### src/tse_pkg.sv
// Shared types and constants of the totient sum engine.
// Depends on nothing; every other file of the block imports it.
package tse_pkg;

    // Working widths of the number path and of the running sum.
    localparam int VALUE_BITS = 16;
    localparam int SUM_BITS   = 40;

    // Fixed widths of the channel fields.
    localparam int NUMBER_W    = 16;
    localparam int TOTIENT_W   = 16;
    localparam int BATCH_SUM_W = 40;

    // Trial divisor width: p never exceeds 2^ceil(VALUE_BITS/2).
    localparam int P_BITS       = (VALUE_BITS + 1) / 2 + 1;
    localparam int SQ_BITS      = 2 * P_BITS;
    localparam int DIV_CNT_BITS = (VALUE_BITS > 1) ? $clog2(VALUE_BITS) : 1;
    localparam int ACC_BITS     = ((SUM_BITS > VALUE_BITS) ? SUM_BITS : VALUE_BITS) + 1;

    localparam logic [SUM_BITS-1:0] SUM_MAX = '1;

    // Queue between the front and the back.
    localparam int QUEUE_PTR_BITS = 1;
    localparam int QUEUE_DEPTH    = 2 ** QUEUE_PTR_BITS;

    typedef struct packed {
        logic [NUMBER_W-1:0] number;
        logic                batch_end;
    } tse_in_t;

    typedef struct packed {
        logic [TOTIENT_W-1:0]   totient;
        logic [BATCH_SUM_W-1:0] batch_sum;
        logic                   batch_done;
    } tse_out_t;

    // One classified job as it waits in the queue.
    typedef struct packed {
        logic [VALUE_BITS-1:0] value;
        logic                  trivial;
        logic                  batch_end;
    } job_t;

    typedef struct packed {
        logic                  start;
        logic [VALUE_BITS-1:0] dividend;
        logic [VALUE_BITS-1:0] divisor;
    } div_req_t;

    typedef struct packed {
        logic                  busy;
        logic                  done;
        logic [VALUE_BITS-1:0] quotient;
        logic [VALUE_BITS-1:0] remainder;
    } div_rsp_t;

endpackage

### src/tse_divider.sv
// Restoring divider of the totient sum engine, one quotient bit per cycle.
// Depends on tse_pkg for widths and the request and response structs.
module tse_divider
    import tse_pkg::*;
(
    input  logic     aclk,
    input  logic     aresetn,
    input  div_req_t req,
    output div_rsp_t rsp
);

    logic                    busy_reg, busy_next;
    logic                    done_reg, done_next;
    logic [DIV_CNT_BITS-1:0] cnt_reg, cnt_next;
    logic [VALUE_BITS-1:0]   rem_reg, rem_next;
    logic [VALUE_BITS-1:0]   quo_reg, quo_next;
    logic [VALUE_BITS-1:0]   divisor_reg, divisor_next;
    logic [VALUE_BITS:0]     partial;
    logic [VALUE_BITS:0]     diff;
    logic                    quo_bit;

    // One trial subtraction of the shifted remainder.
    always_comb begin
        partial = {rem_reg, quo_reg[VALUE_BITS-1]};
        diff    = partial - {1'b0, divisor_reg};
        quo_bit = ~diff[VALUE_BITS];
    end

    // Next state of the iteration.
    always_comb begin
        busy_next    = busy_reg;
        done_next    = 1'b0;
        cnt_next     = cnt_reg;
        rem_next     = rem_reg;
        quo_next     = quo_reg;
        divisor_next = divisor_reg;
        if (req.start) begin
            busy_next    = 1'b1;
            cnt_next     = '0;
            rem_next     = '0;
            quo_next     = req.dividend;
            divisor_next = req.divisor;
        end else if (busy_reg) begin
            rem_next = quo_bit ? diff[VALUE_BITS-1:0] : partial[VALUE_BITS-1:0];
            quo_next = {quo_reg[VALUE_BITS-2:0], quo_bit};
            cnt_next = cnt_reg + 1'b1;
            if (cnt_reg == DIV_CNT_BITS'(VALUE_BITS - 1)) begin
                busy_next = 1'b0;
                done_next = 1'b1;
            end
        end
    end

    // Control registers.
    always_ff @(posedge aclk) begin
        if (!aresetn) begin
            busy_reg <= 1'b0;
            done_reg <= 1'b0;
        end else begin
            busy_reg <= busy_next;
            done_reg <= done_next;
        end
    end

    // Datapath registers.
    always_ff @(posedge aclk) begin
        cnt_reg     <= cnt_next;
        rem_reg     <= rem_next;
        quo_reg     <= quo_next;
        divisor_reg <= divisor_next;
    end

    assign rsp.busy      = busy_reg;
    assign rsp.done      = done_reg;
    assign rsp.quotient  = quo_reg;
    assign rsp.remainder = rem_reg;

endmodule

### src/tse_front.sv
// Front part of the totient sum engine: takes input transfers, classifies
// them and holds them in a short queue. Depends on tse_pkg.
module tse_front
    import tse_pkg::*;
(
    input  logic    aclk,
    input  logic    aresetn,
    input  logic    s_valid,
    output logic    s_ready,
    input  tse_in_t s_payload,
    output logic    job_valid,
    input  logic    job_ready,
    output job_t    job
);

    job_t                      q_mem_reg [QUEUE_DEPTH];
    logic [QUEUE_PTR_BITS-1:0] wr_ptr_reg, wr_ptr_next;
    logic [QUEUE_PTR_BITS-1:0] rd_ptr_reg, rd_ptr_next;
    logic [QUEUE_PTR_BITS:0]   fill_reg, fill_next;
    logic                      push;
    logic                      pop;
    job_t                      incoming;

    // Classification: numbers below two need no trial division.
    always_comb begin
        incoming.value     = VALUE_BITS'(s_payload.number);
        incoming.trivial   = (incoming.value < VALUE_BITS'(2));
        incoming.batch_end = s_payload.batch_end;
    end

    assign s_ready   = (fill_reg != (QUEUE_PTR_BITS + 1)'(QUEUE_DEPTH));
    assign job_valid = (fill_reg != '0);
    assign job       = q_mem_reg[rd_ptr_reg];
    assign push      = s_valid & s_ready;
    assign pop       = job_valid & job_ready;

    // Pointer and fill bookkeeping.
    always_comb begin
        wr_ptr_next = push ? wr_ptr_reg + 1'b1 : wr_ptr_reg;
        rd_ptr_next = pop ? rd_ptr_reg + 1'b1 : rd_ptr_reg;
        fill_next   = fill_reg;
        if (push && !pop) begin
            fill_next = fill_reg + 1'b1;
        end else if (pop && !push) begin
            fill_next = fill_reg - 1'b1;
        end
    end

    always_ff @(posedge aclk) begin
        if (!aresetn) begin
            wr_ptr_reg <= '0;
            rd_ptr_reg <= '0;
            fill_reg   <= '0;
        end else begin
            wr_ptr_reg <= wr_ptr_next;
            rd_ptr_reg <= rd_ptr_next;
            fill_reg   <= fill_next;
        end
    end

    // Queue storage.
    always_ff @(posedge aclk) begin
        if (push) begin
            q_mem_reg[wr_ptr_reg] <= incoming;
        end
    end

endmodule

### src/tse_back.sv
// Back part of the totient sum engine: trial-division sequencer over the
// shared divider, batch sum and result register. Depends on tse_pkg.
module tse_back
    import tse_pkg::*;
(
    input  logic     aclk,
    input  logic     aresetn,
    input  logic     job_valid,
    output logic     job_ready,
    input  job_t     job,
    output div_req_t div_req,
    input  div_rsp_t div_rsp,
    output logic     m_valid,
    input  logic     m_ready,
    output tse_out_t m_payload
);

    typedef enum logic [6:0] {
        ST_IDLE  = 7'b0000001,
        ST_TEST  = 7'b0000010,
        ST_DIVR  = 7'b0000100,
        ST_DIVC  = 7'b0001000,
        ST_FINAL = 7'b0010000,
        ST_DIVF  = 7'b0100000,
        ST_EMIT  = 7'b1000000
    } state_t;

    state_t                state_reg, state_next;
    logic [VALUE_BITS-1:0] rest_reg, rest_next;
    logic [VALUE_BITS-1:0] count_reg, count_next;
    logic [P_BITS-1:0]     p_reg, p_next;
    logic                  hit_reg, hit_next;
    logic                  last_reg, last_next;
    logic [SUM_BITS-1:0]   sum_reg, sum_next;
    logic                  out_valid_reg, out_valid_next;
    tse_out_t              out_data_reg, out_data_next;
    logic [SQ_BITS-1:0]    p_square;
    logic [ACC_BITS-1:0]   acc;
    logic [SUM_BITS-1:0]   sum_new;
    logic                  out_free;

    assign p_square = SQ_BITS'(p_reg) * SQ_BITS'(p_reg);
    assign out_free = ~out_valid_reg | m_ready;

    // Saturating batch sum including the current totient.
    always_comb begin
        acc     = ACC_BITS'(sum_reg) + ACC_BITS'(count_reg);
        sum_new = (acc > ACC_BITS'(SUM_MAX)) ? SUM_MAX : SUM_BITS'(acc);
    end

    // Sequencer: strip each prime factor p from rest and apply
    // count -= count / p once per distinct prime.
    always_comb begin
        state_next       = state_reg;
        rest_next        = rest_reg;
        count_next       = count_reg;
        p_next           = p_reg;
        hit_next         = hit_reg;
        last_next        = last_reg;
        sum_next         = sum_reg;
        out_valid_next   = out_valid_reg & ~m_ready;
        out_data_next    = out_data_reg;
        job_ready        = 1'b0;
        div_req.start    = 1'b0;
        div_req.dividend = rest_reg;
        div_req.divisor  = VALUE_BITS'(p_reg);
        case (state_reg)
            ST_IDLE: begin
                job_ready = 1'b1;
                if (job_valid) begin
                    rest_next  = job.value;
                    count_next = job.value;
                    p_next     = P_BITS'(2);
                    hit_next   = 1'b0;
                    last_next  = job.batch_end;
                    state_next = job.trivial ? ST_EMIT : ST_TEST;
                end
            end
            ST_TEST: begin
                if (p_square > SQ_BITS'(rest_reg)) begin
                    state_next = ST_FINAL;
                end else begin
                    div_req.start = 1'b1;
                    state_next    = ST_DIVR;
                end
            end
            ST_DIVR: begin
                if (div_rsp.done) begin
                    if (div_rsp.remainder == '0) begin
                        rest_next = div_rsp.quotient;
                        if (!hit_reg) begin
                            hit_next         = 1'b1;
                            div_req.start    = 1'b1;
                            div_req.dividend = count_reg;
                            state_next       = ST_DIVC;
                        end else begin
                            div_req.start    = 1'b1;
                            div_req.dividend = div_rsp.quotient;
                        end
                    end else begin
                        p_next     = p_reg + 1'b1;
                        hit_next   = 1'b0;
                        state_next = ST_TEST;
                    end
                end
            end
            ST_DIVC: begin
                if (div_rsp.done) begin
                    count_next    = count_reg - div_rsp.quotient;
                    div_req.start = 1'b1;
                    state_next    = ST_DIVR;
                end
            end
            ST_FINAL: begin
                if (rest_reg > VALUE_BITS'(1)) begin
                    div_req.start    = 1'b1;
                    div_req.dividend = count_reg;
                    div_req.divisor  = rest_reg;
                    state_next       = ST_DIVF;
                end else begin
                    state_next = ST_EMIT;
                end
            end
            ST_DIVF: begin
                if (div_rsp.done) begin
                    count_next = count_reg - div_rsp.quotient;
                    state_next = ST_EMIT;
                end
            end
            ST_EMIT: begin
                if (out_free) begin
                    out_valid_next           = 1'b1;
                    out_data_next.totient    = TOTIENT_W'(count_reg);
                    out_data_next.batch_sum  = BATCH_SUM_W'(sum_new);
                    out_data_next.batch_done = last_reg;
                    sum_next                 = last_reg ? '0 : sum_new;
                    state_next               = ST_IDLE;
                end
            end
            default: begin
                state_next = ST_IDLE;
            end
        endcase
    end

    // Control registers.
    always_ff @(posedge aclk) begin
        if (!aresetn) begin
            state_reg     <= ST_IDLE;
            sum_reg       <= '0;
            out_valid_reg <= 1'b0;
        end else begin
            state_reg     <= state_next;
            sum_reg       <= sum_next;
            out_valid_reg <= out_valid_next;
        end
    end

    // Datapath registers.
    always_ff @(posedge aclk) begin
        rest_reg     <= rest_next;
        count_reg    <= count_next;
        p_reg        <= p_next;
        hit_reg      <= hit_next;
        last_reg     <= last_next;
        out_data_reg <= out_data_next;
    end

    assign m_valid   = out_valid_reg;
    assign m_payload = out_data_reg;

endmodule

### src/totient_sum_engine.sv
// Top level of the totient sum engine: front queue, back sequencer, divider.
// Depends on tse_pkg, tse_front, tse_back and tse_divider.
//
//   Channel   Direction  Handshake           Payload
//   s_        in         s_valid / s_ready   tse_in_t  {number, batch_end}
//   m_        out        m_valid / m_ready   tse_out_t {totient, batch_sum, batch_done}
//
// Each number takes a series of divisions on the shared bit-serial divider:
// one per trial divisor up to sqrt(n), one per prime factor counted with
// multiplicity, one more per distinct prime.
// Reset is synchronous and active low; it clears the queue, sequencer and batch sum.
// The front queue holds two numbers, and a finished result waits in its output
// register while the back already works on the next number.
module totient_sum_engine
    import tse_pkg::*;
(
    input  logic     aclk,
    input  logic     aresetn,
    input  logic     s_valid,
    output logic     s_ready,
    input  tse_in_t  s_payload,
    output logic     m_valid,
    input  logic     m_ready,
    output tse_out_t m_payload
);

    logic     job_valid;
    logic     job_ready;
    job_t     job;
    div_req_t div_req;
    div_rsp_t div_rsp;

    // Input transfers are classified and queued.
    tse_front u_front (
        .aclk      (aclk),
        .aresetn   (aresetn),
        .s_valid   (s_valid),
        .s_ready   (s_ready),
        .s_payload (s_payload),
        .job_valid (job_valid),
        .job_ready (job_ready),
        .job       (job)
    );

    // Totient computation, batch sum and result register.
    tse_back u_back (
        .aclk      (aclk),
        .aresetn   (aresetn),
        .job_valid (job_valid),
        .job_ready (job_ready),
        .job       (job),
        .div_req   (div_req),
        .div_rsp   (div_rsp),
        .m_valid   (m_valid),
        .m_ready   (m_ready),
        .m_payload (m_payload)
    );

    // Shared divider.
    tse_divider u_divider (
        .aclk    (aclk),
        .aresetn (aresetn),
        .req     (div_req),
        .rsp     (div_rsp)
    );

`ifndef SYNTHESIS
    // A division is never started while another is still running.
    assert property (@(posedge aclk) disable iff (!aresetn)
        div_req.start |-> !div_rsp.busy)
        else $error("division started while divider busy");

    // The back takes a new job only with the divider idle.
    assert property (@(posedge aclk) disable iff (!aresetn)
        (job_valid && job_ready) |-> !div_rsp.busy)
        else $error("job taken during a division");

    // A started division never completes in the following cycle.
    assert property (@(posedge aclk) disable iff (!aresetn)
        div_req.start |=> !div_rsp.done)
        else $error("division finished too early");

    // The input side stalls only when the queue holds work.
    assert property (@(posedge aclk) disable iff (!aresetn)
        !s_ready |-> job_valid)
        else $error("input stalled with an empty queue");
`endif

endmodule
### config.mk
export PLATFORM = sky130hd
export DESIGN_NAME = totient_sum_engine
export DESIGN_NICKNAME = d
export VERILOG_FILES = /design/src/tse_pkg.sv /design/src/tse_divider.sv /design/src/tse_front.sv /design/src/tse_back.sv /design/src/totient_sum_engine.sv
export SDC_FILE = /design/constraint.sdc
export NUM_CORES = 1
export LEC_CHECK = 0
export ABC_CLOCK_PERIOD_IN_PS = 11200
export BUFFER_PORTS_ARGS = -buffer_cell sky130_fd_sc_hd__clkbuf_2
export CAP_MARGIN = 0
export CELL_PAD_IN_SITES_DETAIL_PLACEMENT = 1
export CELL_PAD_IN_SITES_GLOBAL_PLACEMENT = 2
export CORE_UTILIZATION = 44
export CTS_BUF_LIST = sky130_fd_sc_hd__clkbuf_16
export CTS_CLUSTER_DIAMETER = 50
export CTS_CLUSTER_SIZE = 24
export DETAILED_ROUTE_END_ITERATION = 16
export GPL_ROUTABILITY_DRIVEN = 0
export HOLD_SLACK_MARGIN = 0.03
export PLACE_DENSITY = 0.95
export SYNTH_ARGS = -nofsm -noshare
export SYNTH_HDL_FRONTEND = slang
export SYNTH_SLANG_ARGS = --single-unit
### constraint.sdc
create_clock -name aclk -period 11.2 [get_ports aclk]
set_input_delay 1.68 -clock aclk [delete_from_list [all_inputs] [get_ports aclk]]
set_output_delay 1.68 -clock aclk [all_outputs]
set_load 0.05 [all_outputs]
# Yosys cells after proc, flatten, opt, wreduce, memory -nomap -nowiden
# Memory sizes are Yosys's and may differ from the RTL's. A register that Yosys moved wholly into a read port is not among the register bits.
# Cells that the tools add are included.
classes:
  addsub: 9
  n_mul: 1
  magnitude_cmp: 4
  eq_ne: 19
  n_mux: 52
  bitwise: 9
  reduce_logical: 21
op_table:
  columns: ["cell", "count"]
  rows:
  - ["16-bit 2-to-1 mux", 8]
  - ["16-bit one-hot mux with 2 select lines", 3]
  - ["40-bit 2-to-1 mux", 2]
  - ["7-bit 2-to-1 mux", 9]
  - ["7-bit one-hot mux with 7 select lines", 1]
  - ["40-bit by 16-bit adder with 41-bit output", 1]
  - ["41-bit by 40-bit greater-than comparator with 1-bit output, second input constant", 1]
  - ["9-bit 2-to-1 mux", 4]
  - ["17-bit 2-to-1 mux", 2]
  - ["33-bit 2-to-1 mux", 1]
  - ["18-bit by 16-bit greater-than comparator with 1-bit output", 1]
  - ["9-bit by 9-bit multiplier with 18-bit output", 1]
  - ["9-bit one-hot mux with 2 select lines", 1]
  - ["17-bit by 16-bit subtractor with 17-bit output", 1]
  - ["16-bit by 1-bit greater-than comparator with 1-bit output, second input constant", 1]
  - ["16-bit zero test", 1]
  - ["16-bit by 2-bit less-than comparator with 1-bit output, second input constant", 1]
  - ["1-bit 2-to-1 mux", 16]
  - ["16-bit subtractor", 1]
  - ["2-bit by 1-bit != test with 1-bit output, second input constant", 6]
  - ["2-bit nonzero test", 5]
  - ["9-bit by 1-bit adder with 9-bit output, second input constant", 1]
  - ["2-bit AND reduction", 4]
  - ["4-bit AND reduction", 2]
  - ["other kinds (28)", 41]
word_totals:
  register_bits: 206
  mem_bits_rw: 36
  output_inout_bits: 59
  n_memories: 1
mem_list:
  columns: ["name", "words", "word_bits", "rd", "rd_clocked_by_memory_dff", "wr", "line", "text"]
  rows:
  - ["u_front.q_mem_reg", 2, 18, 1, 1, 1, "tse_front.sv:16", "job_t q_mem_reg [QUEUE_DEPTH];"]

# Logic depth before layout (Yosys ltp)
# Gate-level depths: netlist (run 1).
logic_depth:
  ltp_word: 6
  ltp_mapped: 28
  mapped_depth_nobuf: 27

# Hierarchy
# From an unflattened synthesis (run 1), not the netlist that was laid out.
unflattened:
  hier_cells: 1483
  hier_area_um2: 15202.1
by_module_without_submodules:
  columns: ["module", "instances", "cells_per_inst", "area_each_um2", "seq_area_each_um2"]
  rows:
  - ["tse_back", 1, 1125, 10660.2, 3963.8]
  - ["tse_divider", 1, 273, 2970.3, 1401.3]
  - ["tse_front", 1, 85, 1571.5, 1181.1]

# Worst setup path before layout (run 1)
# OpenSTA, ideal clock, no wires.
synth_timing:
  path_kind: "reg-to-reg"
  start: "reg u_back.p_reg[6]"
  end: "reg u_divider.quo_reg[0], enable pin"
  setup_time_ps: 373
  arrival_ps: 6266
  path_slack_ps: 4561
  path_stages_with_launch: 28
  n_path_buf: 2
  period_less_slack_ps: 6639
  path_cell_list: "edfxtp_1 -> clkbuf_1 -> and2_1 -> inv_1 -> fa_1 -> inv_1 -> fa_1 -> inv_1 -> fa_1 -> fa_1 -> inv_1 -> ha_1 -> o21ai_0 -> o21ai_0 -> o211a_1 -> o21a_1 -> nor2_1 -> xnor2_1 -> ha_1 -> o21ai_0 -> o21bai_1 -> a21o_1 -> a221o_1 -> a21oi_1 -> nand4_1 -> o211ai_2 -> buf_4 -> o21a_1"
synth_between:
  elab_chain_cells: 6
synth_rtl:
  columns: ["item", "line", "text"]
  rows:
  - ["start, declared", "tse_back.sv:31", "logic [P_BITS-1:0] p_reg, p_next;"]
  - ["start signal, assigned", "tse_back.sv:163", "p_reg <= p_next;"]
  - ["9-bit by 9-bit multiplier with 18-bit output (*)", "tse_back.sv:42", "assign p_square = SQ_BITS'(p_reg) * SQ_BITS'(p_reg);"]
  - ["18-bit by 16-bit greater-than comparator with 1-bit output (*)", "tse_back.sv:80", "if (p_square > SQ_BITS'(rest_reg)) begin"]
  - ["1-bit 2-to-1 mux (*)", "tse_back.sv:80", null]
  - ["1-bit one-hot mux with 4 select lines (*)", "tse_back.sv:67", "case (state_reg)"]
  - ["5-bit != test (no line) / 2-bit nonzero test (equally long branches)", null, null]
  - ["2-bit AND reduction (no line) (*)", null, null]
  - ["end signal, assigned", "tse_divider.sv:69", "quo_reg <= quo_next;"]
  - ["end, declared", "tse_divider.sv:16", "logic [VALUE_BITS-1:0] quo_reg, quo_next;"]
# Every way passes the cells marked *; elsewhere a longest branch is shown, timed or not.
# A chain may end at the register's enable or synchronous reset.

# Final worst setup path (run 1)
layout_timing:
  start: "reg u_back.p_reg[3]"
  end: "reg u_divider.quo_reg[0] (data pin)"
layout_between:
  elab_chain_cells: 5
layout_rtl:
  columns: ["item", "line", "text"]
  rows:
  - ["9-bit by 9-bit multiplier with 18-bit output", "tse_back.sv:42", null]
  - ["18-bit by 16-bit greater-than comparator with 1-bit output", "tse_back.sv:80", null]
  - ["1-bit 2-to-1 mux", "tse_back.sv:80", null]
  - ["1-bit one-hot mux with 4 select lines", "tse_back.sv:67", null]
  - ["16-bit 2-to-1 mux", "tse_divider.sv:37", "if (req.start) begin"]
  - ["named net u_divider.quo_next[0]", "tse_divider.sv:16", null]
# The timed path passes the listed nets, and every way through them passes these cells.

==> flow_summary.yaml, run 1 <==
clock_network:
  numCtsBuffers: 28
  clk_latency_ns: 0.59
  cts_resized: 0
  cts.sinks: 243
  cts_max_level: 1
  cts_tree: "done"
  clock_path_buffers: 3
  cts_setup_buffers: 0
  clk_pin_slew_ns: 0.06
  hold_buffers: 0
  cts-root-buf: "clkbuf_16"
sta:
  fin_tns_setup_ns: 0
  layout_min_cycle_time_ns: 7.528
  setup_viol: 0
  finalCritPeriodShare_pct: 67.22
  final_max_slew_viol_count: 0
  rsz0062_at_grt: "false"
  finalHoldViolCount: 0
  setup_ws_ns: 3.672
  finalClockSkew_ns: 0.05704
  fmaxAchievable_ghz: 0.1328
  relSlewSlack_pct: 29.46
  worst_pin_slew_ns: 1.058
critical_path:
  crit_path_start_kind: "flip-flop"
  end_kind: "flip-flop"
  crit_top_cell: "fa_1"
  cp_num_buf_inv: 4
  path_class: "reg2reg"
  slowest_delay_ns: 0.61
  cp_data_arrival_time_ns: 7.81
  cp_top_family: "adder cells"
  required_ns: 11.48
  path_max_fanout: 54
  cp_slowest_cell: "buf_4"
die:
  coreArea_um2: 33620
  die_w_um: 187.2
  num_rows: 67
  start_util_pct: 44.89
  num_io_pins: 80
  die_y_um: 187.2
  dieArea_um2: 35040
yosys:
  syn_area_per_cell_um2: 10.05
  synthTopCellsByCount: "168 x edfxtp_1, 142 x nand2_1, 130 x inv_1"
  ys_seq_area_share_pct: 43.38
  yosys.area.top_type: "edfxtp_1"
  synthesis.area_um2: 15090
  ys.flop_type: "edfxtp_1"
  synth.top_cells.by_area: "edfxtp_1 33%, dfxtp_1 9.9%, ha_1 8.4%"
  synth_enable_flop_cells: 168
  yosysWarnings: 0
  synth_nets: 1659
  yosys.area.top_type_share_pct: 33.43
  synth_cell_types: 83
  synth-async-reset-ratio_pct: 0
  syn_inst: 1501
  synth.most_common_cell: "edfxtp_1"
  synth_seq_cells: 243
route:
  via_per_inst: 5.596
  drt-met1-wl_um: 18450
  dr.max_layer_used: "met4"
  drc: 0
  totalWireLength_um: 39520
  ant_nets: 0
  wire_per_inst_um: 19.40
  drt_iter0_drc: 715
  route.met2.wl_um: 19000
  wl_met3_um: 1424
  num_vias: 11400
  dr.pass1.iters: 5
outcome:
  status: "finished clean"
layout:
  antennaDiodeCount: 0
  nets: 1725
  stdcell_area_um2: 16850
  area_growth_syn_to_layout_pct: 11.69
  layout.cells.non_filler: 2037
  final_layout_size_suffix_gt1_share_pct: 10.76
  largest_reg_flops: 57
global_routing:
  grt_start_max_net_pins: 66
  antenna_found_initial: 0
  track_usage_pct: 22.24
  grt_pass1_wl_um: 63120
  grt_pass1_vias: 11860
  gr-total-overflow: 0
placed_design:
  io_buffer_count: 79
  pre_cts_ws_ns: 3.728
  placed_area_um2: 15920
  placed_cells: 1985
  post-dp-hpwl_um: 29060
run:
  maxCapViolations: 0
min_path:
  min_path_type: "reg2reg"
per-layer routing:
| layer | track usage, % | vias up |
|---|---|---|
| met2 | 37.52 | 207 |
| met3 | 2.683 | 40 |
| met4 | 5.013 | 0 |
| met1 | 30.50 | 5666 |
| li1 | - | 5487 |
| met5 | 0 | - |
cell type report:
cell class                      count  area, µm²
Clock buffer                       29      725.7
Clock inverter                     23      209.0
Fill cell                        3736      16760
Inverter                          133      499.2
Multi-Input combinational cell   1070       7829
Sequential cell                   243       6546
Tap cell                          448      560.5
Timing Repair Buffer               91      485.5
path summary, 6_finish.rpt:
check | from | to | slack (ns) | cells past startpoint
max | u_back.p_reg[3] | u_divider.quo_reg[0] | 3.67 | 25
min | u_back.sum_reg[7] | u_back.sum_reg[7] | 0.47 | 2
max reg2reg | u_back.p_reg[3] | u_divider.quo_reg[0] | 3.67 | 25
min reg2reg | u_back.sum_reg[7] | u_back.sum_reg[7] | 0.47 | 2
logic make-up (layout without fill, tap and decap cells):
logic type,count (synthesis),in the layout,synth area share [%]
AOI/OAI and AO/OA,347,347,15.46
xor gates and xnor gates,79,79,4.585
adders and majority gates,137,137,13.15
buffers and inverters,188,276,4.933
DFF,243,243,43.38
muxes,60,60,4.054
and+or+nand+nor,447,447,14.44
worst register-to-register path, cell delays in order, from the launching register on:
cell      delay [ns]
edfxtp_1        0.47
clkinv_1        0.28
nor2_1          0.28
fa_1            0.52
fa_1            0.50
ha_1            0.30
inv_1           0.05
fa_1            0.53
inv_1           0.07
fa_1            0.49
a211oi_1        0.31
o21ai_0         0.15
o211a_1         0.15
o21a_1          0.17
nor2_1          0.11
xnor2_1         0.14
ha_1            0.26
o21ai_0         0.19
o21bai_1        0.09
a21o_1          0.19
a221o_1         0.33
a21oi_1         0.14
nand4_1         0.24
o211ai_4        0.24
buf_4           0.61
mux2_1          0.46
through the flow:
| stage | util (%) | hold WS (ns) |
|---|---|---|
| floorplan | - | 0.4350 |
| global placement | 47.36 | 0.4453 |
| detailed placement | 47.36 | 0.4677 |
| CTS | 50.14 | 0.4765 |
| global route | 50.14 | 0.4983 |
| finish | 50.14 | 0.4710 |
cell usage in the layout, fill, tap and decap left out, drive strengths merged, types with 12 or more instances in the layout:
master  Yosys  layout
a211oi     23      23
nor4       12      12
a31oi      13      13
nor3       29      29
and2       34      34
a21boi     18      18
o21ai      59      59
nand3      24      24
edfxtp    168     168
a21o       23      23
xor2       30      30
a211o      19      19
buf        16      12
mux2i      54      54
fa         36      36
ha        101     101
xnor2      49      49
nor2      114     114
o21a       21      21
inv       131     141
dfxtp      75      75
a22o       15      15
nand4      16      16
nand2b     13      13
clkbuf     39     108
nand2     142     142
a21oi     101     101
Power of run 1 is not shown: default switching activity piles up to over one toggle a cycle in this logic, so the estimate is an artifact.
==> inputs of run 2 (changes only) <==
- ABC_CLOCK_PERIOD_IN_PS: 11200 -> 7600
- CORE_UTILIZATION: 44 -> 41
- PLACE_DENSITY: 0.95 -> 0.92
- clock period: 11.2 -> 7.6 ns (I/O delays scaled with it)
==> flow_summary.yaml, run 2 (synthesized netlist as in run 1, its figures left out) <==
sta:
  finalHoldViolCount: 0
  fmaxAchievable_ghz: 0.1369
  rsz0062_at_grt: "false"
  finalCritPeriodShare_pct: 96.14
  fin_tns_setup_ns: 0
  relSlewSlack_pct: 21.10
  finalClockSkew_ns: 0.02353
  worst_pin_slew_ns: 1.182
  layout_min_cycle_time_ns: 7.307
  setup_viol: 0
  final_max_slew_viol_count: 0
critical_path:
  crit_path_start_kind: "flip-flop"
  required_ns: 7.92
  reg2reg_to: "u_divider.quo_reg[1]"
  path_max_fanout: 16
  cp-endpoint: "u_divider.quo_reg[1]"
  path_class: "reg2reg"
  end_kind: "flip-flop"
  reg2reg_from: "u_back.p_reg[3]"
  r2r_cells: 25
  startpoint: "u_back.p_reg[3]"
  cp_data_arrival_time_ns: 7.63
  reg2reg_slack_ns: 0.29
clock_network:
  clk_latency_ns: 0.58
  cts_resized: 0
  numCtsBuffers: 30
  cts_tree: "done"
  cts.sinks: 243
  clk_pin_slew_ns: 0.06
  clock_path_buffers: 3
  cts-root-buf: "clkbuf_16"
  cts_max_level: 1
min_path:
  min_path_type: "reg2reg"
  worstHoldPathCells: 2
route:
  drt_iter0_drc: 600
  num_vias: 11520
  via_per_inst: 5.597
  dr.pass1.iters: 5
  wire_per_inst_um: 19.87
  drc: 0
  ant_nets: 0
  totalWireLength_um: 40880
global_routing:
  grt_pass1_wl_um: 65400
  track_usage_pct: 21.63
  gr-total-overflow: 0
  grt_start_max_net_pins: 67
  grt_pass1_vias: 12110
  antenna_found_initial: 0
die:
  num_rows: 69
  dieArea_um2: 37580
  num_io_pins: 80
  coreArea_um2: 35910
  start_util_pct: 42.02
  die_y_um: 193.9
  die_w_um: 193.9
outcome:
  status: "finished clean"
layout:
  mostFrequentLayoutCell: "edfxtp_1"
  antennaDiodeCount: 0
  area_growth_syn_to_layout_pct: 12.59
  largest_reg_flops: 57
  final_cell_mix: "168 x edfxtp_1, 142 x nand2_1, 132 x inv_1"
  nets: 1732
  final_layout_size_suffix_gt1_share_pct: 11.33
placed_design:
  post-dp-hpwl_um: 30130
  io_buffer_count: 79
run:
  maxCapViolations: 0
run 2: critical path, cell delays in order (launching register included):
cell and delay, ns:
edfxtp_1 0.47, clkinv_1 0.28, nor2_1 0.31, fa_1 0.52, fa_1 0.47, ha_1 0.29
inv_1 0.05, fa_1 0.52, inv_1 0.07, fa_1 0.48, a211oi_1 0.37, o21ai_0 0.17
o211a_1 0.17, o21a_1 0.17, nor2_1 0.12, xnor2_1 0.14, ha_1 0.26, o21ai_0 0.16
o21bai_1 0.08, a21o_1 0.18, a221o_1 0.34, a21oi_1 0.14, nand4_1 0.24, o211ai_4 0.26
buf_4 0.34, mux2_1 0.39
run 2: metal layers:
layer	GRT usage [%]	wire, µm	up-vias
li1	-	-	5512
met5	0	0	-
met1	28.39	18380	5745
met4	4.791	686	0
met3	2.731	1543	51
met2	38.01	20270	210
run 2: area by class of cell:
cell class                      count  area [µm²]
Fill cell                        4003       18920
Tap cell                          461       576.8
Clock buffer                       32       800.8
Timing Repair Buffer               96       523.0
Multi-Input combinational cell   1070        7831
Inverter                          133       499.2
Sequential cell                   243        6546
Clock inverter                     23       212.7
run 2: worst min-delay path by stage:
stage / slack [ns] / from / to
floorplan: 0.44 / u_back.sum_reg[11] / u_back.sum_reg[11]
global placement: 0.44 / u_back.sum_reg[11] / u_back.sum_reg[11]
detailed placement: 0.47 / u_back.sum_reg[11] / u_back.sum_reg[11]
CTS: 0.48 / u_back.sum_reg[6] / u_back.sum_reg[6]
global route: 0.50 / u_back.sum_reg[4] / u_back.sum_reg[4]
finish: 0.48 / u_back.sum_reg[6] / u_back.sum_reg[6]
run 2: stage by stage:
step | cells | area [µm²] | hold WS [ns] | setup slack (ns) | util (%)
2_1_floorplan | 1501 | 15090 | 0.4350 | 0.9612 | -
3_3_place_gp | 2000 | 15950 | 0.4442 | 0.7764 | 44.42
3_5_place_dp | 2000 | 15950 | 0.4711 | 0.4423 | 44.42
4_1_cts | 2055 | 16970 | 0.4819 | 0.3870 | 47.24
5_1_grt | 2058 | 16990 | 0.5029 | 0.01906 | 47.31
6_report | 2058 | 16990 | 0.4795 | 0.2933 | 47.31
run 2: what timing repair did:
action | 4_1_cts | 5_1_grt
setup buffers | 0 | 3
endpoints found under the setup margin | 0 | 1
hold buffers | 0 | 0
endpoints found under the hold margin | 0 | 0
Power of run 2 is left out for the same reason.
